[src/lora_pkg.sv]
// ----------------------------------------------------------------------------
// lora_pkg
// Shared types and constants for the low-rank adapted linear layer.
// ----------------------------------------------------------------------------
`default_nettype none

package lora_pkg;

	localparam int IN_DIM_DEF   = 16;
	localparam int OUT_DIM_DEF  = 16;
	localparam int MAX_RANK_DEF = 4;
	localparam int MAX_EMIT     = 16;

	localparam int VALW  = 16;
	localparam int IDXW  = 6;   // widest counter the parameter ranges need
	localparam int RNKW  = 4;
	localparam int ACCW  = 64;
	localparam int RPW   = 40;
	localparam int CFGAW = 2;

	localparam logic [2:0] OP_LOAD_W    = 3'd0;
	localparam logic [2:0] OP_LOAD_A    = 3'd1;
	localparam logic [2:0] OP_LOAD_B    = 3'd2;
	localparam logic [2:0] OP_LOAD_BIAS = 3'd3;
	localparam logic [2:0] OP_X         = 3'd4;

	localparam logic [CFGAW-1:0] REG_IN_DIM  = 2'd0;
	localparam logic [CFGAW-1:0] REG_OUT_DIM = 2'd1;
	localparam logic [CFGAW-1:0] REG_RANK    = 2'd2;
	localparam logic [CFGAW-1:0] REG_SCALE   = 2'd3;

	typedef enum logic [2:0] {
		SRC_AX     = 3'd0,
		SRC_BRP_LO = 3'd1,
		SRC_BRP_HI = 3'd2,
		SRC_WX     = 3'd3,
		SRC_BIAS   = 3'd4,
		SRC_SC_LO  = 3'd5,
		SRC_SC_HI  = 3'd6
	} mac_src_t;

	typedef struct packed {
		logic            in_ready;
		logic [IDXW-1:0] c_idx;
		logic [RNKW-1:0] r_idx;
		logic [IDXW-1:0] o_idx;
		mac_src_t        src;
		logic            mac_en;
		logic            clr;
		logic            store_rp;
		logic            load_lora;
		logic            emit;
		logic            last_out;
	} lora_cmd_t;

	typedef struct packed {
		logic            start;
		logic            out_free;
		logic [IDXW-1:0] nin_m1;
		logic [IDXW-1:0] nout_m1;
		logic [RNKW-1:0] nrank_m1;
	} lora_sts_t;

endpackage

`default_nettype wire

[src/lora_ctrl.sv]
// ----------------------------------------------------------------------------
// lora_ctrl
// Sequencer stepping the shared multiply-accumulate through a vector.
// ----------------------------------------------------------------------------
`default_nettype none

module lora_ctrl #(
	parameter int IN_DIM   = lora_pkg::IN_DIM_DEF,
	parameter int OUT_DIM  = lora_pkg::OUT_DIM_DEF,
	parameter int MAX_RANK = lora_pkg::MAX_RANK_DEF
) (
	input  wire logic                clk,
	input  wire logic                arst_n,
	input  wire lora_pkg::lora_sts_t sts,
	output lora_pkg::lora_cmd_t      cmd
);

	localparam int CW = (IN_DIM > 1) ? $clog2(IN_DIM) : 1;
	localparam int OW = (OUT_DIM > 1) ? $clog2(OUT_DIM) : 1;
	localparam int RW = (MAX_RANK > 1) ? $clog2(MAX_RANK) : 1;

	typedef enum logic [13:0] {
		ST_IDLE   = 14'b00000000000001,
		ST_RP_RD  = 14'b00000000000010,
		ST_RP_MAC = 14'b00000000000100,
		ST_LB_RD  = 14'b00000000001000,
		ST_LB_LO  = 14'b00000000010000,
		ST_LB_HI  = 14'b00000000100000,
		ST_W_RD   = 14'b00000001000000,
		ST_W_MAC  = 14'b00000010000000,
		ST_BIAS   = 14'b00000100000000,
		ST_SC_LO  = 14'b00001000000000,
		ST_SC_HI  = 14'b00010000000000,
		ST_OUT    = 14'b00100000000000,
		ST_SPARE1 = 14'b01000000000000,
		ST_SPARE2 = 14'b10000000000000
	} state_t;

	state_t state_q, state_d;
	logic [CW-1:0] c_q, c_d;
	logic [RW-1:0] r_q, r_d;
	logic [OW-1:0] o_q, o_d;
	logic c_last, r_last, o_last;

	assign c_last = (c_q == sts.nin_m1[CW-1:0]);
	assign r_last = (r_q == sts.nrank_m1[RW-1:0]);
	assign o_last = (o_q == sts.nout_m1[OW-1:0]);

	always_comb begin
		state_d      = state_q;
		c_d          = c_q;
		r_d          = r_q;
		o_d          = o_q;
		cmd          = '0;
		cmd.c_idx    = lora_pkg::IDXW'(c_q);
		cmd.r_idx    = lora_pkg::RNKW'(r_q);
		cmd.o_idx    = lora_pkg::IDXW'(o_q);
		cmd.src      = lora_pkg::SRC_AX;
		cmd.last_out = o_last;
		case (state_q)
			ST_IDLE: begin
				cmd.in_ready = 1'b1;
				if (sts.start) begin
					c_d     = '0;
					r_d     = '0;
					o_d     = '0;
					state_d = ST_RP_RD;
				end
			end
			ST_RP_RD: state_d = ST_RP_MAC;
			ST_RP_MAC: begin
				cmd.mac_en = 1'b1;
				cmd.src    = lora_pkg::SRC_AX;
				cmd.clr    = (c_q == '0);
				if (c_last) begin
					cmd.store_rp = 1'b1;
					c_d          = '0;
					if (r_last) begin
						r_d     = '0;
						state_d = ST_LB_RD;
					end else begin
						r_d     = r_q + 1'b1;
						state_d = ST_RP_RD;
					end
				end else begin
					c_d     = c_q + 1'b1;
					state_d = ST_RP_RD;
				end
			end
			ST_LB_RD: state_d = ST_LB_LO;
			ST_LB_LO: begin
				cmd.mac_en = 1'b1;
				cmd.src    = lora_pkg::SRC_BRP_LO;
				cmd.clr    = (r_q == '0);
				state_d    = ST_LB_HI;
			end
			ST_LB_HI: begin
				cmd.mac_en = 1'b1;
				cmd.src    = lora_pkg::SRC_BRP_HI;
				if (r_last) begin
					cmd.load_lora = 1'b1;
					r_d           = '0;
					c_d           = '0;
					state_d       = ST_W_RD;
				end else begin
					r_d     = r_q + 1'b1;
					state_d = ST_LB_RD;
				end
			end
			ST_W_RD: state_d = ST_W_MAC;
			ST_W_MAC: begin
				cmd.mac_en = 1'b1;
				cmd.src    = lora_pkg::SRC_WX;
				cmd.clr    = (c_q == '0);
				if (c_last) begin
					c_d     = '0;
					state_d = ST_BIAS;
				end else begin
					c_d     = c_q + 1'b1;
					state_d = ST_W_RD;
				end
			end
			ST_BIAS: begin
				cmd.mac_en = 1'b1;
				cmd.src    = lora_pkg::SRC_BIAS;
				state_d    = ST_SC_LO;
			end
			ST_SC_LO: begin
				cmd.mac_en = 1'b1;
				cmd.src    = lora_pkg::SRC_SC_LO;
				state_d    = ST_SC_HI;
			end
			ST_SC_HI: begin
				cmd.mac_en = 1'b1;
				cmd.src    = lora_pkg::SRC_SC_HI;
				state_d    = ST_OUT;
			end
			ST_OUT: begin
				if (sts.out_free) begin
					cmd.emit = 1'b1;
					if (o_last) begin
						state_d = ST_IDLE;
					end else begin
						o_d     = o_q + 1'b1;
						state_d = ST_LB_RD;
					end
				end
			end
			default: state_d = ST_IDLE;
		endcase
	end

	always_ff @(posedge clk or negedge arst_n) begin
		if (!arst_n) begin
			state_q <= ST_IDLE;
			c_q     <= '0;
			r_q     <= '0;
			o_q     <= '0;
		end else begin
			state_q <= state_d;
			c_q     <= c_d;
			r_q     <= r_d;
			o_q     <= o_d;
		end
	end

`ifndef NO_ASSERTIONS
	a_emit_free: assert property (@(posedge clk) disable iff (!arst_n)
		cmd.emit |-> sts.out_free)
		else $error("result emitted into a full output register");
	a_start_idle: assert property (@(posedge clk) disable iff (!arst_n)
		(sts.start && state_q != ST_IDLE) |=> $stable(o_q))
		else $error("start seen while busy disturbed the sequence");
	a_last_idle: assert property (@(posedge clk) disable iff (!arst_n)
		(cmd.emit && cmd.last_out) |=> state_q == ST_IDLE)
		else $error("final result did not return the sequencer to idle");
	a_o_range: assert property (@(posedge clk) disable iff (!arst_n)
		(state_q == ST_OUT) |-> (o_q <= sts.nout_m1[OW-1:0]))
		else $error("output index beyond the configured count");
`endif

endmodule

`default_nettype wire

[config.mk]
export PLATFORM = sky130hd
export DESIGN_NAME = lora_ctrl
export DESIGN_NICKNAME = d
export VERILOG_FILES = /design/src/lora_pkg.sv /design/src/lora_ctrl.sv
export SDC_FILE = /design/constraint.sdc
export NUM_CORES = 1
export LEC_CHECK = 0
export ABC_AREA = 1
export BUFFER_PORTS_ARGS = -buffer_cell sky130_fd_sc_hd__clkbuf_2
export CAP_MARGIN = 10
export CORE_MARGIN = 3
export CORE_UTILIZATION = 35
export CTS_BUF_LIST = sky130_fd_sc_hd__clkbuf_4 sky130_fd_sc_hd__clkbuf_8
export DETAILED_ROUTE_END_ITERATION = 12
export GPL_ROUTABILITY_DRIVEN = 0
export PLACE_DENSITY_LB_ADDON = 0.1
export SLEW_MARGIN = 15
export SYNTH_ARGS = -nofsm -noshare
export SYNTH_HDL_FRONTEND = slang
export SYNTH_SLANG_ARGS = --single-unit
[constraint.sdc]
create_clock -name clk -period 3.1 [get_ports clk]
set_clock_uncertainty 0.1 [all_clocks]
set_input_delay 0 -clock clk [delete_from_list [all_inputs] [get_ports clk]]
set_output_delay 0 -clock clk [all_outputs]
set_load 0.005 [all_outputs]
# Yosys cells after proc, flatten, opt, wreduce, memory -nomap -nowiden
# Index checks and enable logic that the tools add are counted.
dict set report word_totals {
  ff_bits 24
  input_bits 20
  out_inout_bits 26
  wordCells 65
}
dict set report op_classes {
  n_addsub 3
  n_eq_ne 20
  n_mux 28
  reduce_logical 10
}
# op n
set ops {}
lappend ops {{one-hot mux 14 bit (12 select lines)} 1}
lappend ops {{two-way mux 14 bit} 3}
lappend ops {{two-way mux 4 bit} 7}
lappend ops {{one-hot mux 4 bit (7 select lines)} 1}
lappend ops {{== test 14 x 1 -> 1 bit, second input constant} 1}
lappend ops {{== test 14 x 10 -> 1 bit, second input constant} 1}
lappend ops {{== test 14 x 11 -> 1 bit, second input constant} 1}
lappend ops {{== test 14 x 12 -> 1 bit, second input constant} 1}
lappend ops {{== test 14 x 2 -> 1 bit, second input constant} 1}
lappend ops {{== test 14 x 3 -> 1 bit, second input constant} 1}
lappend ops {{== test 14 x 4 -> 1 bit, second input constant} 1}
lappend ops {{== test 14 x 5 -> 1 bit, second input constant} 1}
lappend ops {{== test 14 x 6 -> 1 bit, second input constant} 1}
lappend ops {{== test 14 x 7 -> 1 bit, second input constant} 1}
lappend ops {{== test 14 x 8 -> 1 bit, second input constant} 1}
lappend ops {{== test 14 x 9 -> 1 bit, second input constant} 1}
lappend ops {{one-hot mux 4 bit (3 select lines)} 1}
lappend ops {{inequality test 2 bit, second input constant} 5}
lappend ops {{two-way mux 9 bit} 1}
lappend ops {{adder 4 x 1 -> 4 bit, second input constant} 2}
lappend ops {{== test 4 bit} 2}
lappend ops {{one-hot mux 4 bit (2 select lines)} 1}
lappend ops {{two-way mux 1 bit} 7}
lappend ops {{two-way mux 7 bit} 1}
lappend ops {{other kinds (13)} 17}

# Logic depth before layout (Yosys ltp)
dict set report logic_depth {
  ltp_word 4
  ltp_mapped 11
  ltp_nobuf 11
}

# Worst setup path before layout
# Ideal clock, no wire load.
dict set report synth_timing {
  kind {flip-flop to flip-flop}
  start {register state_q[0]}
  end {register o_q[0]}
  setup_time_ns 0.117
  arrival_time_ns 1.273
  required_time_ns 2.883
  path_slack_ns 1.610
  stages_incl_launch_ff 12
  path_buffers 0
  period_less_slack_ns 1.490
  path_cell_list {dfstp_2 > nor2_2 > nand2_4 > nor2_8 > nand2_4 > clkinv_2 > nand2_4 > o21ai_2 > inv_2 > nand2_4 > nand2_1 > nand2_1}
}
dict set report synth_between {
  elab_chain_len 3
  elab_cells_between_ends 8
  classes_between {eq/ne (5); mux (1); reduce/logical (2)}
}
# element line_no
set synth_lines {}
lappend synth_lines {{start: declaration} lora_ctrl.sv:39} ;# state_t state_q, state_d;
lappend synth_lines {{start signal: assignment} lora_ctrl.sv:160} ;# state_q <= state_d;
lappend synth_lines {{== test 14 x 12 -> 1 bit / == test 14 x 1 -> 1 bit (equally long branches)} lora_ctrl.sv:60} ;# case (state_q)
lappend synth_lines {{inequality test 2 bit (no source line) / nonzero test 2 bit (equally long branches)} --}
lappend synth_lines {{AND reduction 4 bit (no source line)} --}
lappend synth_lines {{end signal: assignment} lora_ctrl.sv:158} ;# o_q <= '0;
lappend synth_lines {{end signal: assignment} lora_ctrl.sv:163} ;# o_q <= o_d;
lappend synth_lines {{end: declaration} lora_ctrl.sv:42} ;# logic [OW-1:0] o_q, o_d;
# Parallel ways exist; a longest one is shown, timed or not.
# A chain may end at the register's enable or synchronous reset.

==> results by group <==
Yosys
  – Mux cell area share after synthesis: 0
  – Simple-gate area share of the yosys netlist: 0.416
  – Synthesis Warnings: 0
  – Syn avg cell area: 7.13 um^2
  – Post-Synth XOR/XNOR Area: 0.0619
  – Register area share after synthesis: 0.325
  – Synthesized netlist cell count: 238
  – Main combinational cell family by area after synthesis: simple AND/OR/NAND/NOR gates
  – Distinct cells, synth: 30
  – Mapped cell area: 1700 um^2
  – Yosys reg bits: 22
  – Synth Area in Adders: 0.0295
  – Post-synthesis compound-gate area fraction: 0.0383
  – Asr flop ratio synth: 1.00
  – Number of synthesized flops with an enable pin: 0
  – Prevailing post-synth register cell: dfrtp_1

Worst setup path
  – Reg2reg path depth: 10
  – CP delay by family, top: simple AND/OR/NAND/NOR gates
  – Reg2Reg Capture Point: c_q[0]
  – CP Launch Type: flop
  – CP max-delay cell: dfrtp_1
  – R2r setup slk: 1.46 ns
  – Bufs and invs on worst path: 1
  – Req. time, crit path: 3.00 ns
  – CP arrival: 1.68 ns
  – Worst path most repeated cell: nand2_2
  – CP cell instances: nor2_1 -> nand2_2 -> nor2_4 -> nand2_2 -> nand2_2 -> nand3_1 -> nand2_1 -> clkbuf_2
  – FF-to-FF Start: state_q[3]
  – Max FO, Critical Path: 6
  – WS Path Type: reg2out
  – Worst stage delay on the critical path: 0.42 ns
  – Critical Path End Type: primary output

Timing
  – Tightest Pin Transition: 0.604 ns
  – Final Setup Violations: 0
  – Highest clock rate: 561 MHz
  – Final Critical Period: 1.78 ns
  – Final Max Slew Viols: 0
  – Unrepaired setup endpoints after global routing: false
  – Worst setup margin: 1.32 ns
  – Final period util: 0.575
  – Hold Vio Cnt, Final: 0
  – Setup TNS Final: 0 ns
  – Slew margin rel.: 0.598

Clocking
  – Worst-skew pair later-pin latency: 0.27 ns
  – CTS H-tree depth: 1
  – Clk sink count: 22
  – PostCTS Resize Cnt: 0
  – TritonCTS clock tree: built
  – Num CTS Buffers: 3
  – Setup bufs post-CTS: 0
  – Root Buffer: clkbuf_8
  – CTS Buffer Depth: 2
  – Clk slew on worst S/H paths: 0.09 ns
  – Hold Buf Count CTS: 2

Place
  – # port buffers: 33
  – Final HPWL DP: 2810 um
  – Pre-CTS setup slack: 1.47 ns

Flow run
  – MaxCap Viol Count: 0

Power and ir drop
  – Pleak: 1.19 nW
  – Worst vdd ir: 0.000369 V
  – Total power divided by cell area: 583 nW/um^2

Drt
  – Antenna-violating nets left: 0
  – Drt total wl: 3540 um
  – Initial DRT Pass Iterations: 4
  – Initial detailed-routing violation count: 61
  – DR vias/cell: 4.53
  – WL per Instance: 10.8 um
  – Vias: 1480
  – DRC: 0

Floorplanning
  – Core Area: 4500 um^2
  – Die width: 75.7 um
  – Initial core utilization: 0.377
  – Chip height: 75.7 um
  – # rows: 24
  – Top-level I/O count: 46
  – Die Footprint: 5720 um^2

Final layout
  – Area of the multi-input gates: 950 um^2
  – Most common cell after layout, fill and taps aside: nand2_1
  – Layout cells sized above 1: 0.258
  – Layout net count: 300
  – Seq. cell area: 552 um^2
  – P&R area growth vs syn: 15.6%
  – FILL cells: 489
  – Final Util: 0.436
  – Commonest cells after routing, fill and taps aside: nand2_1, inv_1, clkbuf_2
  – Antenna diode count: 0

GRT
  – Initial antenna violation count: 0
  – Gr ovfl total: 0
  – Wire length of the first global-routing pass: 6030 um
  – Number of global-route vias before repair: 1321
  – Largest net degree at the start of global routing: 23
  – Total GRT Usage: 0.137

Status
  – Status: finished clean

Min path
  – Hold depth: 5
  – Worst hold path type: in2reg
  – WHS Endpoint: o_q[2]
  – HP Start: sts[17]
## worst max-delay path by stage
| stage | start | end | slack [ns] | cells past startpoint |
|---|---|---|---|---|
| finish | state_q[6] | cmd[4] | 1.32 | 8 |
| global route | state_q[6] | cmd[5] | 1.15 | 8 |
| CTS | state_q[6] | cmd[5] | 1.30 | 8 |
| detailed placement | state_q[0] | o_q[1] | 1.47 | 11 |
| global placement | state_q[0] | o_q[1] | 1.46 | 11 |
| floorplan | state_q[0] | o_q[0] | 1.61 | 11 |
## cells by family after synthesis
| logic type | after synthesis |
|---|---|
| compound gates | 10 |
| xor+xnor | 12 |
| fa+ha+maj | 4 |
| buf+inv | 50 |
| flops | 22 |
| other cells | 1 |
| simple gates | 139 |
## per-stage QoR
stage          hold slack, ns  cell area (um^2)  std cells  power (W)
2_1_floorplan          -0.396              1720        243   0.000821
3_3_place_gp          -0.0474              1890        321   0.000953
3_5_place_dp          -0.0493              1890        321   0.000948
4_1_cts                0.0318              1960        327    0.00116
5_1_grt                0.0979              1960        327    0.00125
6_report               0.0370              1960        327    0.00114
## worst min-delay path, cell delays in order
cell      delay, ns
clkbuf_2       0.10
o21ai_2        0.06
inv_2          0.09
nand3_1        0.07
nand2_1        0.06
## Yosys cell counts (2+ instances only)
| master | count | area, um^2 |
|---|---|---|
| nand2_1 | 62 | 233 |
| inv_1 | 38 | 143 |
| nor2_1 | 27 | 101 |
| dfrtp_1 | 21 | 526 |
| nand3_1 | 19 | 95.1 |
| xor2_1 | 11 | 96.3 |
| nand2_2 | 9 | 56.3 |
| buf_4 | 7 | 52.6 |
| ha_1 | 4 | 50.1 |
| nand2_4 | 4 | 45.0 |
| nor2_2 | 4 | 25.0 |
| inv_2 | 3 | 11.3 |
| nor2_4 | 3 | 33.8 |
| nor2_8 | 3 | 60.1 |
| nor3_1 | 3 | 15.0 |
| nand3_2 | 2 | 20.0 |
| nand4_1 | 2 | 12.5 |
| o21ai_0 | 2 | 10.0 |
| o21ai_1 | 2 | 10.0 |
| o21ai_2 | 2 | 17.5 |
## cell type report
class / instances / share of cell area
clock buffer: 4 / 0.0249
inverter: 43 / 0.0829
multi-input combinational: 171 / 0.484
sequential: 22 / 0.281
tap: 52 / 0.0331
timing repair buffer: 35 / 0.0943
## routing by layer
layer | GRT usage | vias up | wire length (um)
li1 | - | 786 | -
met1 | 0.198 | 664 | 1750
met2 | 0.212 | 26 | 1610
met3 | 0.0211 | 4 | 138
met4 | 0.0408 | 0 | 40
met5 | 0 | - | 0
## report_power, final
part / leakage (nW) / internal (W) / total (W) / switching, W
logic: 0.870 / 0.000214 / 0.000565 / 0.000351
clock network: 0.0262 / 0.000101 / 0.000201 / 0.000101
registers: 0.298 / 0.000330 / 0.000378 / 0.0000478
total: 1.19 / 0.000645 / 0.00114 / 0.000499
## registers in the layout, indices dropped and copies added (netlist names)
signal	flops
o_q	4
c_q	4
r_q	2
state_q	12
Power figures use the tool's default switching activity.
